### src/rtl/core/hmmu_pkg.sv
// Package: constants, codes, control/status types and decode helpers of the memory map unit.
package hmmu_pkg;

  localparam int BOOT_SIZE  = 256;
  localparam int DMA_LENGTH = 160;
  localparam int BOOT_AW    = (BOOT_SIZE > 1) ? $clog2(BOOT_SIZE) : 1;
  localparam int DMA_IW     = (DMA_LENGTH > 1) ? $clog2(DMA_LENGTH) : 1;
  localparam logic [15:0] BOOT_LIMIT = 16'(BOOT_SIZE);

  // bus addresses
  localparam logic [15:0] ADDR_BOOT_EXIT  = 16'h0100;
  localparam logic [15:0] ADDR_VRAM       = 16'h8000;
  localparam logic [15:0] ADDR_ECHO_LO    = 16'hE000;
  localparam logic [15:0] ECHO_OFFSET     = 16'h2000;
  localparam logic [15:0] ADDR_OAM        = 16'hFE00;
  localparam logic [15:0] ADDR_UNUSED_LO  = 16'hFEA0;
  localparam logic [15:0] ADDR_UNUSED_HI  = 16'hFEFF;
  localparam logic [15:0] ADDR_JOYP       = 16'hFF00;
  localparam logic [15:0] ADDR_SOUND_LO   = 16'hFF10;
  localparam logic [15:0] ADDR_SOUND_HI   = 16'hFF26;
  localparam logic [15:0] ADDR_LY         = 16'hFF44;
  localparam logic [15:0] ADDR_DMA        = 16'hFF46;
  localparam logic [7:0]  BYTE_OPEN       = 8'hFF;

  // bus commands
  localparam logic [2:0] CMD_RD_BYTE   = 3'd0;
  localparam logic [2:0] CMD_WR_BYTE   = 3'd1;
  localparam logic [2:0] CMD_RD_WORD   = 3'd2;
  localparam logic [2:0] CMD_WR_WORD   = 3'd3;
  localparam logic [2:0] CMD_BOOT_LOAD = 3'd4;

  // write classes
  localparam logic [2:0] WR_DROP  = 3'd0;
  localparam logic [2:0] WR_PLAIN = 3'd1;
  localparam logic [2:0] WR_ECHO  = 3'd2;
  localparam logic [2:0] WR_JOYP  = 3'd3;
  localparam logic [2:0] WR_DMA   = 3'd4;

  typedef struct packed {
    logic latch;
    logic byte_next;
    logic issue;
    logic issue_dma;
    logic capture;
    logic wr_cur;
    logic wr_echo;
    logic wr_dma;
    logic boot_wr;
    logic strobe_set;
    logic dma_clr;
    logic dma_inc;
    logic sweep_wr;
    logic out_load;
  } ctl_t;

  typedef struct packed {
    logic [2:0] cmd;
    logic       byte_sel;
    logic [2:0] wr_cls;
    logic       dma_last;
    logic       sweep_last;
    logic       out_free;
  } sts_t;

  function automatic logic [7:0] io_default(logic [15:0] a);
    logic [7:0] v;
    unique case (a)
      16'hFF00: v = 8'hFF;
      16'hFF04: v = 8'hAF;
      16'hFF07: v = 8'hF8;
      16'hFF0F: v = 8'hE0;
      16'hFF10: v = 8'h80;
      16'hFF11: v = 8'hBF;
      16'hFF12: v = 8'hF3;
      16'hFF14: v = 8'hBF;
      16'hFF16: v = 8'h3F;
      16'hFF19: v = 8'hBF;
      16'hFF1A: v = 8'h7F;
      16'hFF1B: v = 8'hFF;
      16'hFF1C: v = 8'h9F;
      16'hFF1E: v = 8'hBF;
      16'hFF1F: v = 8'hFF;
      16'hFF20: v = 8'hFF;
      16'hFF23: v = 8'hBF;
      16'hFF24: v = 8'h77;
      16'hFF25: v = 8'hF3;
      16'hFF26: v = 8'hF1;
      16'hFF40: v = 8'h91;
      16'hFF47: v = 8'hFC;
      16'hFF48: v = 8'hFF;
      16'hFF49: v = 8'hFF;
      default:  v = 8'h00;
    endcase
    return v;
  endfunction

  function automatic logic in_unused(logic [15:0] a);
    return (a >= ADDR_UNUSED_LO) && (a <= ADDR_UNUSED_HI);
  endfunction

  function automatic logic rd_is_open(logic [15:0] a);
    return ((a >= ADDR_SOUND_LO) && (a <= ADDR_SOUND_HI)) || in_unused(a);
  endfunction

  function automatic logic [2:0] wr_class(logic [15:0] a);
    logic [2:0] c;
    priority if (a < ADDR_VRAM || in_unused(a) || a == ADDR_LY) c = WR_DROP;
    else if (a >= ADDR_ECHO_LO && a < ADDR_OAM)                 c = WR_ECHO;
    else if (a == ADDR_JOYP)                                    c = WR_JOYP;
    else if (a == ADDR_DMA)                                     c = WR_DMA;
    else                                                        c = WR_PLAIN;
    return c;
  endfunction

endpackage

### src/rtl/core/hmmu_ctrl.sv
// Controller: sequences sweep, byte reads, writes, echo, boot loads and DMA copy steps.
module hmmu_ctrl (
  input  logic              clk,
  input  logic              rst,
  input  logic              in_valid,
  input  logic [2:0]        in_command,
  output logic              in_ready,
  input  hmmu_pkg::sts_t    sts,
  output hmmu_pkg::ctl_t    ctl
);

  localparam logic [3:0] S_SWEEP    = 4'd0;
  localparam logic [3:0] S_IDLE     = 4'd1;
  localparam logic [3:0] S_BOOT     = 4'd2;
  localparam logic [3:0] S_RD_ISSUE = 4'd3;
  localparam logic [3:0] S_RD_DATA  = 4'd4;
  localparam logic [3:0] S_WR       = 4'd5;
  localparam logic [3:0] S_ECHO     = 4'd6;
  localparam logic [3:0] S_DMA_RD   = 4'd7;
  localparam logic [3:0] S_DMA_WR   = 4'd8;
  localparam logic [3:0] S_WR_STORE = 4'd9;
  localparam logic [3:0] S_DONE     = 4'd10;

  logic [3:0] state;
  logic [3:0] state_next;
  logic       wr_more;
  logic       rd_more;

  assign wr_more  = (sts.cmd == hmmu_pkg::CMD_WR_WORD) && !sts.byte_sel;
  assign rd_more  = (sts.cmd == hmmu_pkg::CMD_RD_WORD) && !sts.byte_sel;
  assign in_ready = (state == S_IDLE);

  always_ff @(posedge clk) begin
    if (rst) begin
      state <= S_SWEEP;
    end else begin
      state <= state_next;
    end
  end

  always_comb begin
    ctl        = '0;
    state_next = state;
    unique case (state)
      S_SWEEP: begin
        ctl.sweep_wr = 1'b1;
        if (sts.sweep_last) state_next = S_IDLE;
      end
      S_IDLE: begin
        if (in_valid) begin
          ctl.latch = 1'b1;
          unique case (in_command)
            hmmu_pkg::CMD_RD_BYTE,
            hmmu_pkg::CMD_RD_WORD:   state_next = S_RD_ISSUE;
            hmmu_pkg::CMD_WR_BYTE,
            hmmu_pkg::CMD_WR_WORD:   state_next = S_WR;
            hmmu_pkg::CMD_BOOT_LOAD: state_next = S_BOOT;
            default:                 state_next = S_DONE;
          endcase
        end
      end
      S_BOOT: begin
        ctl.boot_wr = 1'b1;
        state_next  = S_DONE;
      end
      S_RD_ISSUE: begin
        ctl.issue  = 1'b1;
        state_next = S_RD_DATA;
      end
      S_RD_DATA: begin
        ctl.capture = 1'b1;
        if (rd_more) begin
          ctl.byte_next = 1'b1;
          state_next    = S_RD_ISSUE;
        end else begin
          state_next = S_DONE;
        end
      end
      S_WR: begin
        unique case (sts.wr_cls)
          hmmu_pkg::WR_ECHO: begin
            ctl.wr_cur = 1'b1;
            state_next = S_ECHO;
          end
          hmmu_pkg::WR_DMA: begin
            ctl.dma_clr = 1'b1;
            state_next  = S_DMA_RD;
          end
          default: begin
            ctl.wr_cur     = (sts.wr_cls != hmmu_pkg::WR_DROP);
            ctl.strobe_set = (sts.wr_cls == hmmu_pkg::WR_JOYP);
            ctl.byte_next  = wr_more;
            state_next     = wr_more ? S_WR : S_DONE;
          end
        endcase
      end
      S_ECHO: begin
        ctl.wr_echo   = 1'b1;
        ctl.byte_next = wr_more;
        state_next    = wr_more ? S_WR : S_DONE;
      end
      S_DMA_RD: begin
        ctl.issue     = 1'b1;
        ctl.issue_dma = 1'b1;
        state_next    = S_DMA_WR;
      end
      S_DMA_WR: begin
        ctl.wr_dma = 1'b1;
        if (sts.dma_last) begin
          state_next = S_WR_STORE;
        end else begin
          ctl.dma_inc = 1'b1;
          state_next  = S_DMA_RD;
        end
      end
      S_WR_STORE: begin
        ctl.wr_cur    = 1'b1;
        ctl.byte_next = wr_more;
        state_next    = wr_more ? S_WR : S_DONE;
      end
      S_DONE: begin
        if (sts.out_free) begin
          ctl.out_load = 1'b1;
          state_next   = S_IDLE;
        end
      end
      default: state_next = S_SWEEP;
    endcase
  end

endmodule

### config.mk
export PLATFORM = sky130hd
export DESIGN_NAME = hmmu_ctrl
export DESIGN_NICKNAME = d
export VERILOG_FILES = /design/src/rtl/core/hmmu_pkg.sv /design/src/rtl/core/hmmu_ctrl.sv
export SDC_FILE = /design/constraint.sdc
export NUM_CORES = 1
export LEC_CHECK = 0
export BUFFER_PORTS_ARGS = -buffer_cell sky130_fd_sc_hd__buf_2
export CORE_MARGIN = 5
export CORE_UTILIZATION = 39
export CTS_CLUSTER_SIZE = 24
export DETAILED_ROUTE_END_ITERATION = 8
export PLACE_DENSITY = 0.75
export SETUP_SLACK_MARGIN = 0.15
export SLEW_MARGIN = 20
export SYNTH_ARGS = -nofsm -noshare
export SYNTH_HDL_FRONTEND = slang
export SYNTH_SLANG_ARGS = --single-unit
### constraint.sdc
create_clock -name clk -period 1.5 [get_ports clk]
set_input_delay 0.075 -clock clk [delete_from_list [all_inputs] [get_ports clk]]
set_output_delay 0.075 -clock clk [all_outputs]
set_load 0.005 [all_outputs]
Yosys cells after proc, flatten, opt, wreduce, memory -nomap -nowiden --
Index checks and enable logic that the tools add are counted.
Word-level totals: flip-flop bits (word level) 4, output and inout port bits 15, logic and storage cells 65, bits of input ports 16
Operators by class: equal/unequal tests 22, muxes and demuxes 30, reduce and logical (&&, ||, !) cells 12
Operators by type and width (count):
- 4-bit case mux with 10 select lines | 1
- 4-bit two-way mux | 6
- 3-bit by 2-bit equality test with 1-bit output, second input constant | 6
- 1-bit two-way mux | 17
- 4-bit by 3-bit equality test with 1-bit output, second input constant | 4
- 4-bit equality test, second input constant | 3
- 4-bit case mux with 3 select lines | 1
- 2-bit OR reduction | 5
- 4-bit by 2-bit equality test with 1-bit output, second input constant | 2
- 4-bit case mux with 2 select lines | 1
- 3-bit equality test, second input constant | 2
- 2-bit inequality test, second input constant | 3
- 4-bit by 1-bit equality test with 1-bit output, second input constant | 1
- 4-bit zero test | 1
- 1-bit case mux with 2 select lines | 2
- 3-bit by 1-bit equality test with 1-bit output, second input constant | 1
- 3-bit zero test | 1
- 1-bit case mux with 3 select lines | 1
- 3-bit AND reduction | 1
- 3-bit nonzero test | 1
- 1-bit logical AND | 2
- 2-bit two-way mux | 1
- 1-bit zero test | 1

Longest topological paths before layout --
Gate-level depths: netlist of run 1.
depth after elaboration 5, depth in mapped cells 7, mapped depth without buffers 5

Worst setup path before layout of run 1 --
OpenSTA, ideal clock, no wires.
path kind register to register, start point reg state[1], end point reg state[3], cell stages (with the launch flop) 7, setup slack -0.060 ns, period minus slack after synthesis 1.560 ns, data arrival time 1.438 ns, buffers on the path 1, required time 1.378 ns, cell sequence dfxtp_1 buf_6 or4_4 o221ai_2 o32a_2 nor2_1 a21boi_1
On the way: longest elaborated chain between the ends 3, elaborated cells between the ends (all ways) 17, those cells by class 13 x eq/ne; 1 x mux; 3 x reduce/logical
Ends and longest elaborated chain:
- start: declaration | line hmmu_ctrl.sv:24 | logic [3:0] state;
- start signal: assignment | line hmmu_ctrl.sv:37 | state <= state_next;
- 4-bit equality test, or another cell as far along | line hmmu_ctrl.sv:44 | unique case (state)
- 2-bit OR reduction (no source line) / 2-bit inequality test (equally long branches)
- 4-bit case mux with 10 select lines / 3-bit AND reduction (equally long branches)
Parallel ways exist; a longest one is shown, timed or not. A chain may end at the register's enable or synchronous reset.

Worst setup path after layout of run 1 --
start point reg state[2], end point reg state[3]
Same word-level chain as after synthesis.

==> results_dict.tcl, run 1 <==
set metrics [dict create \
    status "finished with violations" \
    violations "negative setup slack" \
    dp_hpwl_mm 1.80 \
    grt_use_total_pct 19.8 \
    yosysWarnings 0 \
    p_int_mw 1.04 \
    fp.dieH_um 49.4 \
    wl_per_cell_um 16.8 \
    worst-r2r-setup-slack_ns -0.05 \
    antenna_cells 0 \
    final_layout_size_suffix_gt1_share_pct 66.0 \
    yosys.area.top_type_share_pct 13.2 \
    clk_path_buf_depth 2 \
    power_mw 1.87 \
    ys_seq_area_share_pct 13.2 \
    worstSetupStartpointType "flip-flop" \
    async_flop_share_pct 0 \
    syn_avg_cell_area_um2 6.58 \
    final_nets 165 \
    synth_cell_type_count 41 \
    max-slew-margin-rel_pct 79.6 \
    powerDensity_mw_per_mm2 1600 \
    multi_input_comb_area_um2 609 \
    switching_share_pct 44.5 \
    rsz0062_at_grt "true" \
    dpl_cell_area_um2 912 \
    initial_utilization_pct 40.7 \
    synth-main-ff-cell "dfxtp_1" \
    worst-path-max-fanout 6 \
    final.fill_count 107 \
    htreeDepth 1 \
    fmax_ghz 0.647 \
    slew_viol_final 0 \
    min_path_type "primary input to flip-flop" \
    comb_power_share_pct 77.2 \
    seq_area_um2 95.1 \
    p_sw_mw 0.835 \
    grt_pass1_wl_mm 4.00 \
    hold_violations 0 \
    fin_crit_ns 1.55 \
    firstDrtPassIters 7 \
    arrival_ns 1.66 \
    clkLatencyLatePin_ns 0.24 \
    crit_chain "or4_4 -> o221ai_4 -> o32a_2 -> nor2_2 -> a21boi_1" \
    crit_path_max_incr_delay_ns 0.53 \
    cp_data_required_time_ns 1.61 \
    reg.largest.list "state: 4 flops" \
    via_per_inst 6.15 \
    cp_slowest_cell "or4_4" \
    route.final.wire_length_mm 2.74 \
    cts_tree "yes" \
    critPathLaunch "state[2]" \
    io_pins 31 \
    remaining_drc_errors 0 \
    clockRootBuffer "clkbuf_4" \
    postRouteAntennaNets 0 \
    die_w_um 49.4 \
    drt_iter0_markers 20 \
    p_leak_nw 0.531 \
    worstMarginPinSlew_ns 0.306 \
    peakVddDrop_v 0.000866 \
    die_area_mm2 0.00244 \
    regMostFlops "state" \
    fp-row-count 14 \
    area_growth_pct 93.2 \
    grt_start_max_net_pins 11 \
    clkPwrFrac_pct 7.6 \
    skew_ns 0.0107 \
    pre_cts_slack_ns -0.0835 \
    synth-edff-count 0 \
    clk_pin_slew_ns 0.05 \
    yosys.area.top_type "dfxtp_1" \
    grt_pass1_vias 924 \
    grt_antenna_before_repair 0 \
    setup_viol 4 \
    dpl.cell_count 153 \
    fin_area_mm2 0.00117 \
    routabilityCongestion 0.911 \
    synth_nets 108 \
    seqPwrFrac_pct 15.2 \
    final_util_pct 78.6 \
    fin_ws_ns -0.0456 \
    cts_buffers 3 \
    finalNonFillerCells 163 \
    synth_area_leaders "dfxtp_1 13%, a21oi_1 7.4%, nand2b_1 5.2%, nor3_1 5.0%, nand2_1 5.0%" \
    path_class "flip-flop to flip-flop" \
    port_buffers 30 \
    hold_start "rst" \
    coreArea_mm2 0.00149 \
    dr_total_vias 1002 \
    end_kind "flip-flop" \
    netlist_area_um2 606 \
    max-cap-violations 0 \
    cts_sinks 4 \
    synth_cells 92 \
    hold_buffers 0 \
    period_share_pct 103 \
    largest_reg_flops 4 \
    grt-ovfl-total 0 \
    synth_seq_cells 4 \
    reg2reg_from "state[2]" \
]
-- per-stage QoR --
| stage | hold WS (ns) | TNS [ns] |
|---|---|---|
| detailed placement | 0.281 | -0.224 |
| finish | 0.0348 | -0.132 |
| CTS | 0.0310 | -0.0370 |
| global route | 0.0271 | -0.344 |
| global placement | 0.280 | 0 |
| floorplan | 0.154 | -0.0166 |
-- logic make-up after synthesis --
kind of cell	after synthesis	share of synthesized area (%)
xor+xnor	1	1.45
compound gates	31	35.1
buf+inv	11	8.47
flops	4	13.2
simple gates	45	41.7
-- per-layer routing --
layer | track usage (%) | share of wire [%] | vias to the layer above
met4 | 10.0 | 3.3 | 0
met5 | 0 | 0 | -
met1 | 23.3 | 38 | 465
met3 | 2.75 | 7.9 | 10
li1 | - | - | 463
met2 | 34.1 | 51 | 64
-- worst max-delay path: cells and delay by family (launching register included) --
family,cells,cell delay (ns)
and+or+nand+nor,2,0.57
AOI/OAI and AO/OA,3,0.48
DFF,1,0.36
-- area by class of cell --
type / count / share of cell area, %
clock buffer: 3 / 1.93
timing repair buffer: 61 / 35.5
tap: 16 / 1.71
multi-input combinational: 77 / 52.1
sequential: 4 / 8.13
inverter: 2 / 0.642
-- worst paths after layout --
kind / end / cells after the start
max: state[3] / 5
min: state[2] / 2
min reg2reg: state[0] / 2
max reg2reg: state[3] / 5
-- power by group through the flow --
stage          Sequential, mW  Combinational [mW]  Clock (mW)
2_1_floorplan           0.181               0.652           0
3_3_place_gp            0.227                1.04           0
3_5_place_dp            0.235                1.07           0
4_1_cts                 0.256                1.15       0.138
5_1_grt                 0.296                1.56       0.157
6_report                0.285                1.45       0.142
-- synth_stat cells, types with 2 or more instances --
master and n:
dfxtp_1 4, nor3_1 6, o22ai_1 3, a31oi_1 2, a21oi_1 9, o211ai_1 2
nand2_1 8, clkbuf_1 5, nand2b_1 5, buf_2 2, nor2b_1 2, o21ai_0 3
nor4_1 4, or4_1 2, nor2_1 8, and3_1 2
-- cell usage in the layout (no fill, tap or decap), types with 3 or more instances in the layout --
cell type,instances
nand2b_4,3
dfxtp_4,4
or4_4,3
nand2_1,8
o22ai_1,3
nor3_2,3
a21oi_2,3
nor2_1,5
buf_4,24
buf_2,29
clkbuf_4,3
nor4_1,3
buf_6,8
a21oi_1,6
-- repair_timing --
item	4_1_cts	5_1_grt
pin swaps	4	14
buffers inserted	2	5
endpoints found under the setup margin	17	15
gates resized for setup	16	30
cloned	0	0
(Power assumes the default switching activity.)
==> inputs of run 2 (changes only) <==
clock period = 1.3 ns   (was 1.5 ns; I/O delays follow)
==> results_dict.tcl, run 2 (synthesis gave the netlist of run 1 again) <==
set metrics [dict create \
    clk_pin_slew_ns 0.04 \
    io_pins 31 \
    p_leak_nw 0.539 \
    area_growth_pct 94.0 \
    port_buffers 30 \
    clkLatencyLatePin_ns 0.23 \
    multi_input_comb_area_um2 621 \
    fin_crit_ns 1.52 \
    regMostFlops "state" \
    remaining_drc_errors 0 \
    drt_iter0_markers 32 \
    antenna_cells 0 \
    slew_viol_final 0 \
    via_per_inst 5.94 \
    firstDrtPassIters 4 \
    initial_utilization_pct 40.7 \
    route.final.wire_length_mm 2.51 \
    setup_viol 13 \
    seq_area_um2 95.1 \
    r2r-end "state[2]" \
    grt_use_total_pct 19.9 \
    peakVddDrop_v 0.00125 \
    htreeDepth 1 \
    min_path_type "primary input to flip-flop" \
    reg2reg_depth 5 \
    final.fill_count 105 \
    grt_pass1_wl_mm 3.96 \
    min_to "state[2]" \
    path_class "flip-flop to primary output" \
    grt_pass1_vias 909 \
    worst-r2r-setup-slack_ns -0.21 \
    dr_total_vias 968 \
    largest_reg_flops 4 \
    grt_start_max_net_pins 11 \
    end_kind "primary output" \
    fmax_ghz 0.659 \
    coreArea_mm2 0.00149 \
    grt-ovfl-total 0 \
    mostFrequentLayoutCell "buf_2" \
    status "finished with violations" \
    tns_ns -1.48 \
    pre_cts_slack_ns -0.280 \
    whs_ns 0.0256 \
    reg2reg_from "state[1]" \
    cts_buffers 3 \
    fp-row-count 14 \
    worstSetupStartpointType "flip-flop" \
    violations "negative setup slack" \
    max-slew-margin-rel_pct 76.1 \
    hold_buffers 0 \
    cts_sinks 4 \
    postRouteAntennaNets 0 \
    fp.dieH_um 49.4 \
    final_layout_size_suffix_gt1_share_pct 63.9 \
    dp_hpwl_mm 1.61 \
    skew_ns 0.00168 \
    cp_data_required_time_ns 1.24 \
    hold_violations 0 \
    routabilityCongestion 0.879 \
    max-cap-violations 0 \
    reg.largest.list "state: 4 flops" \
    final_nets 165 \
    rsz0062_at_grt "true" \
    layout_common_cells "30 x buf_2, 24 x buf_4, 7 x nand2_1, 7 x buf_6" \
    worstMarginPinSlew_ns 0.359 \
    wl_per_cell_um 15.4 \
    powerDensity_mw_per_mm2 1920 \
    clk_path_buf_depth 2 \
    worst-path-max-fanout 6 \
    clockRootBuffer "clkbuf_4" \
    hold_start "rst" \
    hold_depth 2 \
    die_w_um 49.4 \
    fin_ws_ns -0.218 \
    cts_tree "yes" \
    arrival_ns 1.45 \
    die_area_mm2 0.00244 \
    grt_antenna_before_repair 0 \
    period_share_pct 117 \
]
[run 2: final cells by class]
| type | instances | area share (%) |
|---|---|---|
| Multi-Input combinational cell | 77 | 52.8 |
| Tap cell | 16 | 1.70 |
| Clock buffer | 3 | 1.92 |
| Inverter | 2 | 0.639 |
| Timing Repair Buffer | 61 | 34.8 |
| Sequential cell | 4 | 8.09 |
[run 2: routing by layer]
metal	wire, um	track usage, %
met1	1030	24.6
met2	1250	34.1
met3	167	4.28
met4	63	5.24
met5	0	0
[run 2: worst max-delay path, cell delays in order, from the launching register on]
cell and delay (ns):
dfxtp_4 0.36, buf_4 0.14, nand2b_4 0.10, nor3_4 0.18, o21ai_1 0.10, a31oi_2 0.19, buf_2 0.15
[run 2: where the power goes]
| part | switching [mW] | internal [mW] |
|---|---|---|
| sequential | 0.128 | 0.199 |
| clock | 0.0497 | 0.103 |
| combinational | 0.796 | 0.986 |
[run 2: worst max path at each step]
stage | from | end | slack [ns] | cells after the start
4_1_cts | state[2] | ctl[8] | -0.20 | 6
5_1_grt | state[2] | ctl[12] | -0.32 | 6
2_1_floorplan | state[3] | state[3] | -0.22 | 6
3_3_place_gp | state[3] | state[3] | -0.23 | 5
6_report | state[2] | ctl[12] | -0.22 | 6
3_5_place_dp | state[3] | state[3] | -0.28 | 5
[run 2: per-stage QoR]
stage	instance area, um^2	instances	total power [mW]	util (%)
final	1170	163	2.26	78.9
after global routing	1170	163	2.42	78.9
after CTS	1090	161	2.04	73.4
after detailed placement	912	153	1.50	61.3
after global placement	912	153	1.47	61.3
after floorplan	616	92	0.962	-
[run 2: what timing repair did]
action / CTS / global route
pin swaps: 7 / 12
gates resized for setup: 30 / 15
setup buffers: 5 / 2
endpoints found under the setup margin: 19 / 19
